<file path="src/hdl/motor_current_sense_filter_core_macros.svh">
// Assertion macros shared by the motor current sense filter RTL.
`ifndef MOTOR_CURRENT_SENSE_FILTER_CORE_MACROS_SVH
`define MOTOR_CURRENT_SENSE_FILTER_CORE_MACROS_SVH

`ifndef SYNTH
// Same-cycle implication, disabled during reset.
`define MCSF_ASSERT_IMPLIES(label, clk, rst_n, ante, cons) \
  label: assert property (@(posedge clk) disable iff (!rst_n) (ante) |-> (cons)) \
    else $error("mcsf assertion failed");
// Next-cycle implication, disabled during reset.
`define MCSF_ASSERT_NEXT(label, clk, rst_n, ante, cons) \
  label: assert property (@(posedge clk) disable iff (!rst_n) (ante) |=> (cons)) \
    else $error("mcsf assertion failed");
`else
`define MCSF_ASSERT_IMPLIES(label, clk, rst_n, ante, cons)
`define MCSF_ASSERT_NEXT(label, clk, rst_n, ante, cons)
`endif

`endif

</file>
<file path="src/hdl/mcsf_pkg.sv">
// Shared constants, register codes and types of the motor current sense filter.
package mcsf_pkg;

  localparam int MOTORS = 4;

  // Field and datapath widths
  localparam int IDX_W    = 2;
  localparam int SAMPLE_W = 12;
  localparam int CUR_W    = 15;
  localparam int RES_W    = 16;
  localparam int K_W      = 8;
  localparam int UV_W     = 22;
  localparam int MUL_B_W  = 12;
  localparam int PROD_W   = UV_W + MUL_B_W;
  localparam int DIVN_W   = 25;
  localparam int STEP_W   = 5;
  localparam int ADDR_W   = 5;
  localparam int DATA_W   = 32;

  // Conversion constants; 4096 steps is a shift by twelve
  localparam int unsigned FULL_SCALE_UV  = 3300000;
  localparam int          ADC_SHIFT      = 12;
  localparam int unsigned UV_TO_MA_SCALE = 10;
  localparam logic [CUR_W-1:0] SAT_MAX   = '1;

  // Register indexes
  localparam logic [2:0] REG_SENSE_RES_0 = 3'd0;
  localparam logic [2:0] REG_SENSE_RES_1 = 3'd1;
  localparam logic [2:0] REG_SENSE_RES_2 = 3'd2;
  localparam logic [2:0] REG_SENSE_RES_3 = 3'd3;
  localparam logic [2:0] REG_FILTER_K_0  = 3'd4;
  localparam logic [2:0] REG_FILTER_K_1  = 3'd5;
  localparam logic [2:0] REG_FILTER_K_2  = 3'd6;
  localparam logic [2:0] REG_FILTER_K_3  = 3'd7;

  // Request to the shared divider
  typedef struct packed {
    logic              start;
    logic [DIVN_W-1:0] dividend;
    logic [RES_W-1:0]  divisor;
    logic [STEP_W-1:0] steps;
  } div_req_t;

  // Status and result of the shared divider
  typedef struct packed {
    logic              busy;
    logic              done;
    logic [DIVN_W-1:0] quotient;
  } div_stat_t;

endpackage

</file>
<file path="src/hdl/mcsf_if.sv">
// Valid/ready channel interfaces for samples and filtered results.
interface mcsf_in_if
  import mcsf_pkg::*;
();
  logic                valid;
  logic                ready;
  logic [IDX_W-1:0]    motor_index;
  logic [SAMPLE_W-1:0] adc_sample;

  modport source (output valid, motor_index, adc_sample, input ready);
  modport sink   (input valid, motor_index, adc_sample, output ready);
endinterface

interface mcsf_out_if
  import mcsf_pkg::*;
();
  logic             valid;
  logic             ready;
  logic [IDX_W-1:0] result_motor;
  logic [CUR_W-1:0] current_ma;

  modport source (output valid, result_motor, current_ma, input ready);
  modport sink   (input valid, result_motor, current_ma, output ready);
endinterface

</file>
<file path="src/hdl/mcsf_div.sv">
// Restoring divider, one quotient bit per cycle, shared by all divisions.
module mcsf_div
  import mcsf_pkg::*;
(
  input  logic      clk,
  input  logic      rst_n,
  input  div_req_t  req,
  output div_stat_t stat
);

  logic              busy_r, busy_nxt;
  logic              done_r, done_nxt;
  logic [STEP_W-1:0] cnt_r, cnt_nxt;
  logic [RES_W-1:0]  rem_r, rem_nxt;
  logic [DIVN_W-1:0] quo_r, quo_nxt;
  logic [RES_W-1:0]  dvs_r, dvs_nxt;

  logic [RES_W:0]    trial;
  logic [RES_W:0]    diff;
  logic              fits;

  // Trial subtract of the divisor from the shifted remainder
  assign trial = {rem_r, quo_r[DIVN_W-1]};
  assign diff  = trial - {1'b0, dvs_r};
  assign fits  = trial >= {1'b0, dvs_r};

  always_comb begin
    busy_nxt = busy_r;
    done_nxt = 1'b0;
    cnt_nxt  = cnt_r;
    rem_nxt  = rem_r;
    quo_nxt  = quo_r;
    dvs_nxt  = dvs_r;
    if (req.start) begin
      busy_nxt = 1'b1;
      cnt_nxt  = req.steps;
      rem_nxt  = '0;
      quo_nxt  = req.dividend;
      dvs_nxt  = req.divisor;
    end else if (busy_r) begin
      rem_nxt = fits ? diff[RES_W-1:0] : trial[RES_W-1:0];
      quo_nxt = {quo_r[DIVN_W-2:0], fits};
      cnt_nxt = cnt_r - STEP_W'(1);
      if (cnt_r == STEP_W'(1)) begin
        busy_nxt = 1'b0;
        done_nxt = 1'b1;
      end
    end
  end

  // Control state
  always_ff @(posedge clk) begin
    if (!rst_n) begin
      busy_r <= 1'b0;
      done_r <= 1'b0;
      cnt_r  <= '0;
    end else begin
      busy_r <= busy_nxt;
      done_r <= done_nxt;
      cnt_r  <= cnt_nxt;
    end
  end

  // Datapath
  always_ff @(posedge clk) begin
    rem_r <= rem_nxt;
    quo_r <= quo_nxt;
    dvs_r <= dvs_nxt;
  end

  assign stat.busy     = busy_r;
  assign stat.done     = done_r;
  assign stat.quotient = quo_r;

endmodule

</file>
<file path="src/hdl/motor_current_sense_filter_core.sv">
// One sample is processed at a time: a new sample is taken only after the last result is in the output register.
// Each sample takes 25 + 23 + 15 quotient bits on the shared restoring divider, one per cycle,
// plus three multiply steps on one shared multiplier and the handover cycles.
// A finished result waits in the output register while the next sample is taken.
// Reset (rst_n low, synchronous): accumulators cleared, sense_res and filter_k set to 1,
// output channel empty.
`include "motor_current_sense_filter_core_macros.svh"

module motor_current_sense_filter_core
  import mcsf_pkg::*;
(
  input  logic              clk,
  input  logic              rst_n,
  mcsf_in_if.sink           in_if,
  mcsf_out_if.source        out_if,
  input  logic              cfg_psel,
  input  logic              cfg_penable,
  input  logic              cfg_pwrite,
  input  logic [ADDR_W-1:0] cfg_paddr,
  input  logic [DATA_W-1:0] cfg_pwdata,
  output logic [DATA_W-1:0] cfg_prdata,
  output logic              cfg_pready
);

  typedef enum logic [8:0] {
    S_IDLE   = 9'b000000001,
    S_UV     = 9'b000000010,
    S_MA10   = 9'b000000100,
    S_DIVMA  = 9'b000001000,
    S_KMUL   = 9'b000010000,
    S_DIVK   = 9'b000100000,
    S_OUTDIV = 9'b001000000,
    S_DIVOUT = 9'b010000000,
    S_FIN    = 9'b100000000
  } state_t;

  state_t state_r, state_nxt;

  logic [3:0][RES_W-1:0] sense_res_r;
  logic [3:0][K_W-1:0]   filter_k_r;
  logic [3:0][CUR_W-1:0] acc_mem_r, acc_mem_nxt;

  logic [IDX_W-1:0]    motor_r, motor_nxt;
  logic [SAMPLE_W-1:0] sample_r, sample_nxt;
  logic [RES_W-1:0]    res_r, res_nxt;
  logic [K_W-1:0]      k_r, k_nxt;
  logic [CUR_W-1:0]    acc_r, acc_nxt;
  logic [UV_W-1:0]     uv_r, uv_nxt;
  logic [CUR_W-1:0]    ma_r, ma_nxt;
  logic [CUR_W-1:0]    filt_r, filt_nxt;

  logic                out_valid_r, out_valid_nxt;
  logic [IDX_W-1:0]    out_motor_r, out_motor_nxt;
  logic [CUR_W-1:0]    out_cur_r, out_cur_nxt;

  logic [UV_W-1:0]     mul_a;
  logic [MUL_B_W-1:0]  mul_b;
  logic [PROD_W-1:0]   mul_p;

  div_req_t            div_req;
  div_stat_t           div_stat;

  logic                in_fire;
  logic                out_fire;
  logic                cfg_wr;
  logic [2:0]          cfg_idx;
  logic [CUR_W:0]      acc_sum;

  // Shared divider
  mcsf_div u_div (
    .clk   (clk),
    .rst_n (rst_n),
    .req   (div_req),
    .stat  (div_stat)
  );

  assign in_fire  = in_if.valid && in_if.ready;
  assign out_fire = out_if.valid && out_if.ready;
  assign cfg_wr   = cfg_psel && cfg_penable && cfg_pwrite && cfg_pready;
  assign cfg_idx  = cfg_paddr[ADDR_W-1:2];

  // Configuration write and read decode
  always_ff @(posedge clk) begin
    if (!rst_n) begin
      for (int i = 0; i < 4; i++) begin
        sense_res_r[i] <= RES_W'(1);
        filter_k_r[i]  <= K_W'(1);
      end
    end else if (cfg_wr) begin
      unique case (cfg_idx) inside
        REG_SENSE_RES_0, REG_SENSE_RES_1, REG_SENSE_RES_2, REG_SENSE_RES_3: begin
          sense_res_r[cfg_idx[1:0]] <= cfg_pwdata[RES_W-1:0];
        end
        REG_FILTER_K_0, REG_FILTER_K_1, REG_FILTER_K_2, REG_FILTER_K_3: begin
          filter_k_r[cfg_idx[1:0]] <= cfg_pwdata[K_W-1:0];
        end
        default: ;
      endcase
    end
  end

  always_comb begin
    cfg_prdata = '0;
    unique case (cfg_idx) inside
      REG_SENSE_RES_0, REG_SENSE_RES_1, REG_SENSE_RES_2, REG_SENSE_RES_3: begin
        cfg_prdata = DATA_W'(sense_res_r[cfg_idx[1:0]]);
      end
      REG_FILTER_K_0, REG_FILTER_K_1, REG_FILTER_K_2, REG_FILTER_K_3: begin
        cfg_prdata = DATA_W'(filter_k_r[cfg_idx[1:0]]);
      end
      default: cfg_prdata = '0;
    endcase
  end

  assign cfg_pready = 1'b1;

  // Shared multiplier operand selection
  always_comb begin
    mul_a = '0;
    mul_b = '0;
    unique case (state_r)
      S_UV: begin
        mul_a = UV_W'(FULL_SCALE_UV);
        mul_b = sample_r;
      end
      S_MA10: begin
        mul_a = uv_r;
        mul_b = MUL_B_W'(UV_TO_MA_SCALE);
      end
      S_KMUL: begin
        mul_a = UV_W'(acc_r);
        mul_b = MUL_B_W'(k_r - K_W'(1));
      end
      default: ;
    endcase
  end

  assign mul_p = PROD_W'(mul_a) * PROD_W'(mul_b);

  // Accumulator update: decayed value plus raw current
  assign acc_sum = {1'b0, div_stat.quotient[CUR_W-1:0]} + {1'b0, ma_r};

  // Sequencer
  always_comb begin
    state_nxt     = state_r;
    motor_nxt     = motor_r;
    sample_nxt    = sample_r;
    res_nxt       = res_r;
    k_nxt         = k_r;
    acc_nxt       = acc_r;
    uv_nxt        = uv_r;
    ma_nxt        = ma_r;
    filt_nxt      = filt_r;
    acc_mem_nxt   = acc_mem_r;
    out_valid_nxt = out_valid_r;
    out_motor_nxt = out_motor_r;
    out_cur_nxt   = out_cur_r;
    div_req       = '0;

    // Drop the output once taken
    if (out_fire) begin
      out_valid_nxt = 1'b0;
    end

    unique case (state_r)
      S_IDLE: begin
        if (in_fire) begin
          motor_nxt  = in_if.motor_index;
          sample_nxt = in_if.adc_sample;
          res_nxt    = (sense_res_r[in_if.motor_index] == '0) ? RES_W'(1)
                                                              : sense_res_r[in_if.motor_index];
          k_nxt      = (filter_k_r[in_if.motor_index] == '0) ? K_W'(1)
                                                            : filter_k_r[in_if.motor_index];
          acc_nxt    = acc_mem_r[in_if.motor_index];
          if (32'(in_if.motor_index) >= MOTORS) begin
            filt_nxt  = '0;
            state_nxt = S_FIN;
          end else begin
            state_nxt = S_UV;
          end
        end
      end
      S_UV: begin
        uv_nxt    = mul_p[PROD_W-1:ADC_SHIFT];
        state_nxt = S_MA10;
      end
      S_MA10: begin
        div_req.start    = 1'b1;
        div_req.dividend = mul_p[DIVN_W-1:0];
        div_req.divisor  = res_r;
        div_req.steps    = STEP_W'(DIVN_W);
        state_nxt        = S_DIVMA;
      end
      S_DIVMA: begin
        if (div_stat.done) begin
          ma_nxt    = (|div_stat.quotient[DIVN_W-1:CUR_W]) ? SAT_MAX
                                                           : div_stat.quotient[CUR_W-1:0];
          state_nxt = S_KMUL;
        end
      end
      S_KMUL: begin
        div_req.start    = 1'b1;
        div_req.dividend = {mul_p[CUR_W+K_W-1:0], (DIVN_W-CUR_W-K_W)'(0)};
        div_req.divisor  = RES_W'(k_r);
        div_req.steps    = STEP_W'(CUR_W + K_W);
        state_nxt        = S_DIVK;
      end
      S_DIVK: begin
        if (div_stat.done) begin
          acc_nxt                  = acc_sum[CUR_W] ? SAT_MAX : acc_sum[CUR_W-1:0];
          acc_mem_nxt[motor_r]     = acc_nxt;
          state_nxt                = S_OUTDIV;
        end
      end
      S_OUTDIV: begin
        div_req.start    = 1'b1;
        div_req.dividend = {acc_r, (DIVN_W-CUR_W)'(0)};
        div_req.divisor  = RES_W'(k_r);
        div_req.steps    = STEP_W'(CUR_W);
        state_nxt        = S_DIVOUT;
      end
      S_DIVOUT: begin
        if (div_stat.done) begin
          filt_nxt  = div_stat.quotient[CUR_W-1:0];
          state_nxt = S_FIN;
        end
      end
      S_FIN: begin
        // Hold until the output register is free
        if (!out_valid_r || out_if.ready) begin
          out_valid_nxt = 1'b1;
          out_motor_nxt = motor_r;
          out_cur_nxt   = filt_r;
          state_nxt     = S_IDLE;
        end
      end
      default: state_nxt = S_IDLE;
    endcase
  end

  // Control state and accumulators
  always_ff @(posedge clk) begin
    if (!rst_n) begin
      state_r     <= S_IDLE;
      out_valid_r <= 1'b0;
      acc_mem_r   <= '0;
    end else begin
      state_r     <= state_nxt;
      out_valid_r <= out_valid_nxt;
      acc_mem_r   <= acc_mem_nxt;
    end
  end

  // Datapath
  always_ff @(posedge clk) begin
    motor_r     <= motor_nxt;
    sample_r    <= sample_nxt;
    res_r       <= res_nxt;
    k_r         <= k_nxt;
    acc_r       <= acc_nxt;
    uv_r        <= uv_nxt;
    ma_r        <= ma_nxt;
    filt_r      <= filt_nxt;
    out_motor_r <= out_motor_nxt;
    out_cur_r   <= out_cur_nxt;
  end

  assign in_if.ready         = (state_r == S_IDLE);
  assign out_if.valid        = out_valid_r;
  assign out_if.result_motor = out_motor_r;
  assign out_if.current_ma   = out_cur_r;

  // Never restart the divider mid-division
  `MCSF_ASSERT_IMPLIES(a_div_no_restart, clk, rst_n, div_req.start, !div_stat.busy)
  // A divide-wait state always has a division running or just finished
  `MCSF_ASSERT_IMPLIES(a_div_wait_live, clk, rst_n,
    (state_r == S_DIVMA) || (state_r == S_DIVK) || (state_r == S_DIVOUT),
    div_stat.busy || div_stat.done)
  // Accumulators change only at the filter update
  `MCSF_ASSERT_NEXT(a_acc_hold, clk, rst_n,
    !((state_r == S_DIVK) && div_stat.done), $stable(acc_mem_r))

endmodule
</file>
<file path="src/flat_wrapper.sv">
// flat-port wrapper written by rule: the top's interface ports become plain ports
module motor_current_sense_filter_core_flat import mcsf_pkg::*;
  (clk, rst_n, cfg_psel, cfg_penable, cfg_pwrite, cfg_paddr, cfg_pwdata, cfg_prdata, cfg_pready, in_if_valid, in_if_motor_index, in_if_adc_sample, in_if_ready, out_if_valid, out_if_result_motor, out_if_current_ma, out_if_ready);
  mcsf_in_if in_if_i ();
  mcsf_out_if out_if_i ();
  input  logic clk;
  input  logic rst_n;
  input  logic cfg_psel;
  input  logic cfg_penable;
  input  logic cfg_pwrite;
  input  logic [ADDR_W-1:0] cfg_paddr;
  input  logic [DATA_W-1:0] cfg_pwdata;
  output logic [DATA_W-1:0] cfg_prdata;
  output logic cfg_pready;
  input wire logic [$bits(in_if_i.valid)-1:0] in_if_valid;
  input wire logic [$bits(in_if_i.motor_index)-1:0] in_if_motor_index;
  input wire logic [$bits(in_if_i.adc_sample)-1:0] in_if_adc_sample;
  output wire logic [$bits(in_if_i.ready)-1:0] in_if_ready;
  output wire logic [$bits(out_if_i.valid)-1:0] out_if_valid;
  output wire logic [$bits(out_if_i.result_motor)-1:0] out_if_result_motor;
  output wire logic [$bits(out_if_i.current_ma)-1:0] out_if_current_ma;
  input wire logic [$bits(out_if_i.ready)-1:0] out_if_ready;
  assign in_if_i.valid = in_if_valid;
  assign in_if_i.motor_index = in_if_motor_index;
  assign in_if_i.adc_sample = in_if_adc_sample;
  assign in_if_ready = in_if_i.ready;
  assign out_if_valid = out_if_i.valid;
  assign out_if_result_motor = out_if_i.result_motor;
  assign out_if_current_ma = out_if_i.current_ma;
  assign out_if_i.ready = out_if_ready;
  motor_current_sense_filter_core u_core (.clk(clk), .rst_n(rst_n), .in_if(in_if_i), .out_if(out_if_i), .cfg_psel(cfg_psel), .cfg_penable(cfg_penable), .cfg_pwrite(cfg_pwrite), .cfg_paddr(cfg_paddr), .cfg_pwdata(cfg_pwdata), .cfg_prdata(cfg_prdata), .cfg_pready(cfg_pready));
endmodule
</file>
<file path="config.mk">
export PLATFORM = sky130hd
export DESIGN_NAME = motor_current_sense_filter_core_flat
export DESIGN_NICKNAME = d
export VERILOG_FILES = /design/src/hdl/mcsf_pkg.sv /design/src/hdl/mcsf_if.sv /design/src/hdl/mcsf_div.sv /design/src/hdl/motor_current_sense_filter_core.sv /design/src/flat_wrapper.sv
export VERILOG_INCLUDE_DIRS = /design/src /design/src/hdl
export SDC_FILE = /design/constraint.sdc
export NUM_CORES = 1
export LEC_CHECK = 0
export BUFFER_PORTS_ARGS = -buffer_cell sky130_fd_sc_hd__buf_2
export CORE_AREA = 10 10 248 250
export CTS_CLUSTER_DIAMETER = 40
export DETAILED_ROUTE_END_ITERATION = 12
export DIE_AREA = 0 0 258 260
export GPL_ROUTABILITY_DRIVEN = 0
export SYNTH_ARGS = -nofsm -noshare
export SYNTH_HDL_FRONTEND = slang
export SYNTH_HIERARCHICAL = 1
export SYNTH_SLANG_ARGS = --single-unit
</file>
<file path="constraint.sdc">
create_clock -name clk -period 9.45 [get_ports clk]
set_clock_uncertainty 0.1 [all_clocks]
set_input_delay 1.89 -clock clk [delete_from_list [all_inputs] [get_ports clk]]
set_output_delay 1.89 -clock clk [all_outputs]
set_load 0.1 [all_outputs]
</file>
* Yosys cells after proc, flatten, opt, wreduce, memory -nomap -nowiden *
Cells that the tools add are included.

storage, ports and cells
  bits in registers = 352
  input bits = 58
  output and inout port bits = 52
  logic and storage cells = 136

operators by class
  add/sub/neg operators = 4
  multiply operators = 1
  magnitude comparators = 6
  equality and inequality tests = 22
  mux-type cells = 45
  bitwise operators = 2
  reductions and logical operators = 26

operator list
  kind               count
  $pmux W47 S3       1
  $pmux W9 S9        1
  $mux W15           5
  $pmux W22 S3       1
  $bmux W16 S2       2
  $bwmux W64         1
  $mux W16           4
  $bwmux W60         1
  $mux W25           2
  $mux W9            5
  $pmux W12 S3       1
  $mul A22 B12 Y34   1
  $bmux W8 S2        2
  $bwmux W32         1
  $demux W16 S2      1
  $pmux W16 S2       1
  $bmux W15 S2       1
  $demux W15 S2      1
  $pmux W15 S2       1
  $mux W8            3
  $ge A17 B16 Y1     1
  $add A15 B15 Y16   1
  $demux W8 S2       1
  $logic_not A16 Y1  1
  35 further kinds   66

* Depth between registers and ports, before layout *
  word-level depth = 5
  gate-level depth with buffers = 29
  mapped depth without buffers = 27

* By module *
The synthesis kept the hierarchy.

by module, submodules not included
  module                           instances  cells an instance  area an instance (sq um)  seq. area each (sq um)
  motor_current_sense_filter_core  1          2215               21719.6                   6986.7
  mcsf_div                         1          336                3515.9                    1691.6

* Worst setup path before layout *
OpenSTA, ideal clock, no wires.

  kind = register -> register
  from = register u_core.state_r[3]
  to = register u_core.u_div.quo_r[24], data pin
  setup time = 0.260 ns
  arrival = 6.455 ns
  data required time = 9.090 ns
  slack = 2.635 ns
  stages on the path, launching flop included = 25
  buffers on the path = 4
  clock period less this slack = 6.815 ns
  cell sequence = dfxtp_1 > nor2_1 > nor4b_4 > and4b_1 > buf_4 > buf_4 > buf_2 > buf_2 > nand2_1 > fa_1 > fa_1 > inv_1 > fa_1 > fa_1 > inv_1 > fa_1 > inv_1 > ha_1 > and3_1 > a221o_1 > a21oi_1 > nand3_1 > a32o_1 > a21o_1 > mux2_2

RTL lines
  what                      line                                    RTL
  start: declaration        motor_current_sense_filter_core.sv:37   state_t state_r, state_nxt;
  start signal: assignment  motor_current_sense_filter_core.sv:248  state_r <= state_nxt;
  end signal: assignment    mcsf_div.sv:67                          quo_r <= quo_nxt;
  end: declaration          mcsf_div.sv:15                          logic [DIVN_W-1:0] quo_r, quo_nxt;

* Final worst setup path *
  from = register u_core.state_r[3]
  to = register u_core.uv_r[19], data pin

on the way
  cells in the longest elaborated chain, start to end = 3
  elaborated cells between the ends (all ways) = 6
  classes of those cells = mul (1); eq/ne (3); mux (2)

RTL lines
  what                                                 line                                    RTL
  $eq A9 B5 Y1, or another cell as far along           motor_current_sense_filter_core.sv:121  unique case (state_r)
  $pmux W22 S3 / $pmux W12 S3 (equally long branches)  motor_current_sense_filter_core.sv:121
  $mul A22 B12 Y34 (*)                                 motor_current_sense_filter_core.sv:138  assign mul_p = PROD_W'(mul_a) * PROD_W'(mul_b);
  named net u_core.mul_p[31]                           motor_current_sense_filter_core.sv:58   logic [PROD_W-1:0] mul_p;
  end signal: assignment                               motor_current_sense_filter_core.sv:261  uv_r <= uv_nxt;
  end: declaration                                     motor_current_sense_filter_core.sv:48   logic [UV_W-1:0] uv_r, uv_nxt;

Mark *: on every way through the listed nets, which the timed path passes. The rest lies on a longest branch.
A chain may end at the register's enable or synchronous reset.

==> run metrics <==
cts bufs inserted 60; Comb pwr share 0.219; setup_tns 0 ns; Avg Inst Size Synth around 9.9 um2; endpoints failing setup 0; Post-Syn Instances 2,550; Clock Sinks 352; via/cell ratio 5.39; worst path cell trace nor2_1 > nor4b_4 > and4b_1 > buf_4 > a22oi_1 > nand2_1 > nand2_1 > fa_1 > fa_1 > fa_1 > inv_1 > fa_1 > inv_1 > fa_1 > inv_1 > ha_1 > a21oi_1 > o21ai_0 > a31oi_1 > a21oi_1 > a31oi_1 > o31ai_1 > xnor2_1; FMAX about 120 MHz; Internal 3.50 mW; drt wl/cell 18.1 um; worst ir drop on vdd 0.158 mV; largest net degree at the start of global routing 108; YS warnings 6; Hold Fails Final Rpt 0; final design area excluding fillers approximately 28,000 um2; most frequent CP cell fa_1; hold-fix buffer count after cts 0; PD cells between 150 and 200 nW/um2; Routed Antenna Nets 0; period utilization 0.861; final std cells w/o fill between 3,000 and 4,000; total gr overflow 0; Root Driver clkbuf_16; CORE AREA 56,300 um2; Startpoint Class register; Ports 110; MaxCap Viol Count 0; Slew HR 0.178; Slew @ Worst Pin around 1.2 ns; Hold Path Class reg2reg; Synth Cell Area 25,200 um2; Tot GR Track Use 0.186; Vias ~18,000; Net Sw Frac 0.318; DR iter-0 viols 1,227; fin nets 2,977; RSZ-0062 raised after global routing no; die area 67,100 um2; sequential share of power 0.346; clk slew on worst S/H paths 0.06 ns; Crit. End Element register; setup bufs post-CTS 0; CP max-delay cell nand2_1; first-pass GRT wire length between 100 and 150 mm; worst-case clock buffer depth 3; Clk pwr share 0.435; WP data required 9.69 ns; CP Max Fanout 36; post_cts resized 0; area delta synth->final 12.2%; drt drc 0; FF+latch area 8680 um2; Leak 11.9 nW; PortBufs 74; Die X roughly 260 um; Clk Latency, worst-skew pair 0.65 ns; Arr. time, crit path 8.38 ns; TritonRoute pass-1 iters 5; min cycle time layout slightly above 8 ns; Rows 87; hpwl dp 45.4 mm; Max Transition Viols Final 0; initial core utilization 0.448; status finished clean; initial antenna violation count 3; Fillers 5,154; H-tree depth 2; Setup CP Type reg2reg; Chip Height 260 um; most common cell after layout, fill and taps aside nand2_1; P_sw 1.63 mW; routed wire length 61.8 mm; fraction of layout cells with a size suffix above 1 0.139; CP peak stage delay around 0.67 ns; vias in the first global route 19,300; placed inst area 26,200 um2; most frequent cells in the layout nand2_1 (385), inv_1 (301), fa_1 (202), dfxtp_1 (189), nor2_1 (167); dpl cells 3,305; area of the multi-input gates around 15,000 um2; CTS tree built
[registers in the layout (all words and copies together) (netlist names), 8 cells and up]
name / count
u_core/sample_r: 12
u_core/res_r: 16
u_core/u_div/dvs_r: 16
u_core/u_div/rem_r: 16
u_core/filter_k_r: 32
u_core/k_r: 8
u_core/acc_mem_r: 60
u_core/filt_r: 15
u_core/sense_res_r: 64
u_core/out_if.current_ma: 15
u_core/u_div/quo_r: 25
u_core/state_r: 9
u_core/ma_r: 15
u_core/uv_r: 22
u_core/acc_r: 15
[metal layers]
layer	vias up	track usage	wire, um
li1	8739	-	-
met1	9139	0.235	26900
met2	440	0.320	30200
met3	107	0.0288	2930
met4	4	0.0629	1680
met5	-	0	14
[per-stage QoR]
stage	utilization	power (mW)	hold slack, ns	worst slack [ns]
5_1_grt	0.503	5.38	0.324	0.871
3_5_place_dp	0.465	2.91	0.305	1.42
3_3_place_gp	0.465	2.89	0.304	1.49
6_report	0.503	5.13	0.318	1.32
4_1_cts	0.503	5.17	0.319	1.37
2_1_floorplan	-	2.65	0.300	2.64
[power by group through the flow]
| stage | Combinational, mW | Sequential [mW] | Clock (mW) |
|---|---|---|---|
| final | 1.12 | 1.77 | 2.23 |
| after global routing | 1.26 | 1.78 | 2.34 |
| after CTS | 1.12 | 1.77 | 2.28 |
| after detailed placement | 1.11 | 1.80 | 0 |
| after global placement | 1.09 | 1.80 | 0 |
| after floorplan | 0.875 | 1.77 | 0 |
[final cells by class]
type,count,area share
antenna,1,0.0000884
clock buffer,69,0.0571
clock inverter,45,0.0181
inverter,305,0.0405
multi-input combinational,1796,0.525
sequential,352,0.306
tap,756,0.0334
timing repair buffer,96,0.0189
[final timing paths]
| check | cells after the start | startpoint | endpoint | slack [ns] |
|---|---|---|---|---|
| worst max-delay path | 23 | u_core/state_r[3]$_SDFFE_PN0P_ | u_core/uv_r[19]$_DFFE_PN_ | 1.32 |
| worst min-delay path | 0 | u_core/filt_r[11]$_DFFE_PP_ | u_core/out_if.current_ma[11]$_DFFE_PP_ | 0.32 |
| worst max register to register | 23 | u_core/state_r[3]$_SDFFE_PN0P_ | u_core/uv_r[19]$_DFFE_PN_ | 1.32 |
| worst min register to register | 0 | u_core/filt_r[11]$_DFFE_PP_ | u_core/out_if.current_ma[11]$_DFFE_PP_ | 0.32 |
[critical path: cells and delay by family (launching register included)]
| kind | cells | cell delay, ns |
|---|---|---|
| xor+xnor | 1 | 0.13 |
| fa+ha+maj | 6 | 2.88 |
| compound gates | 7 | 2.04 |
| flops | 1 | 0.37 |
| buf+inv | 4 | 0.53 |
| simple gates | 5 | 1.76 |
(Power assumes the default switching activity.)
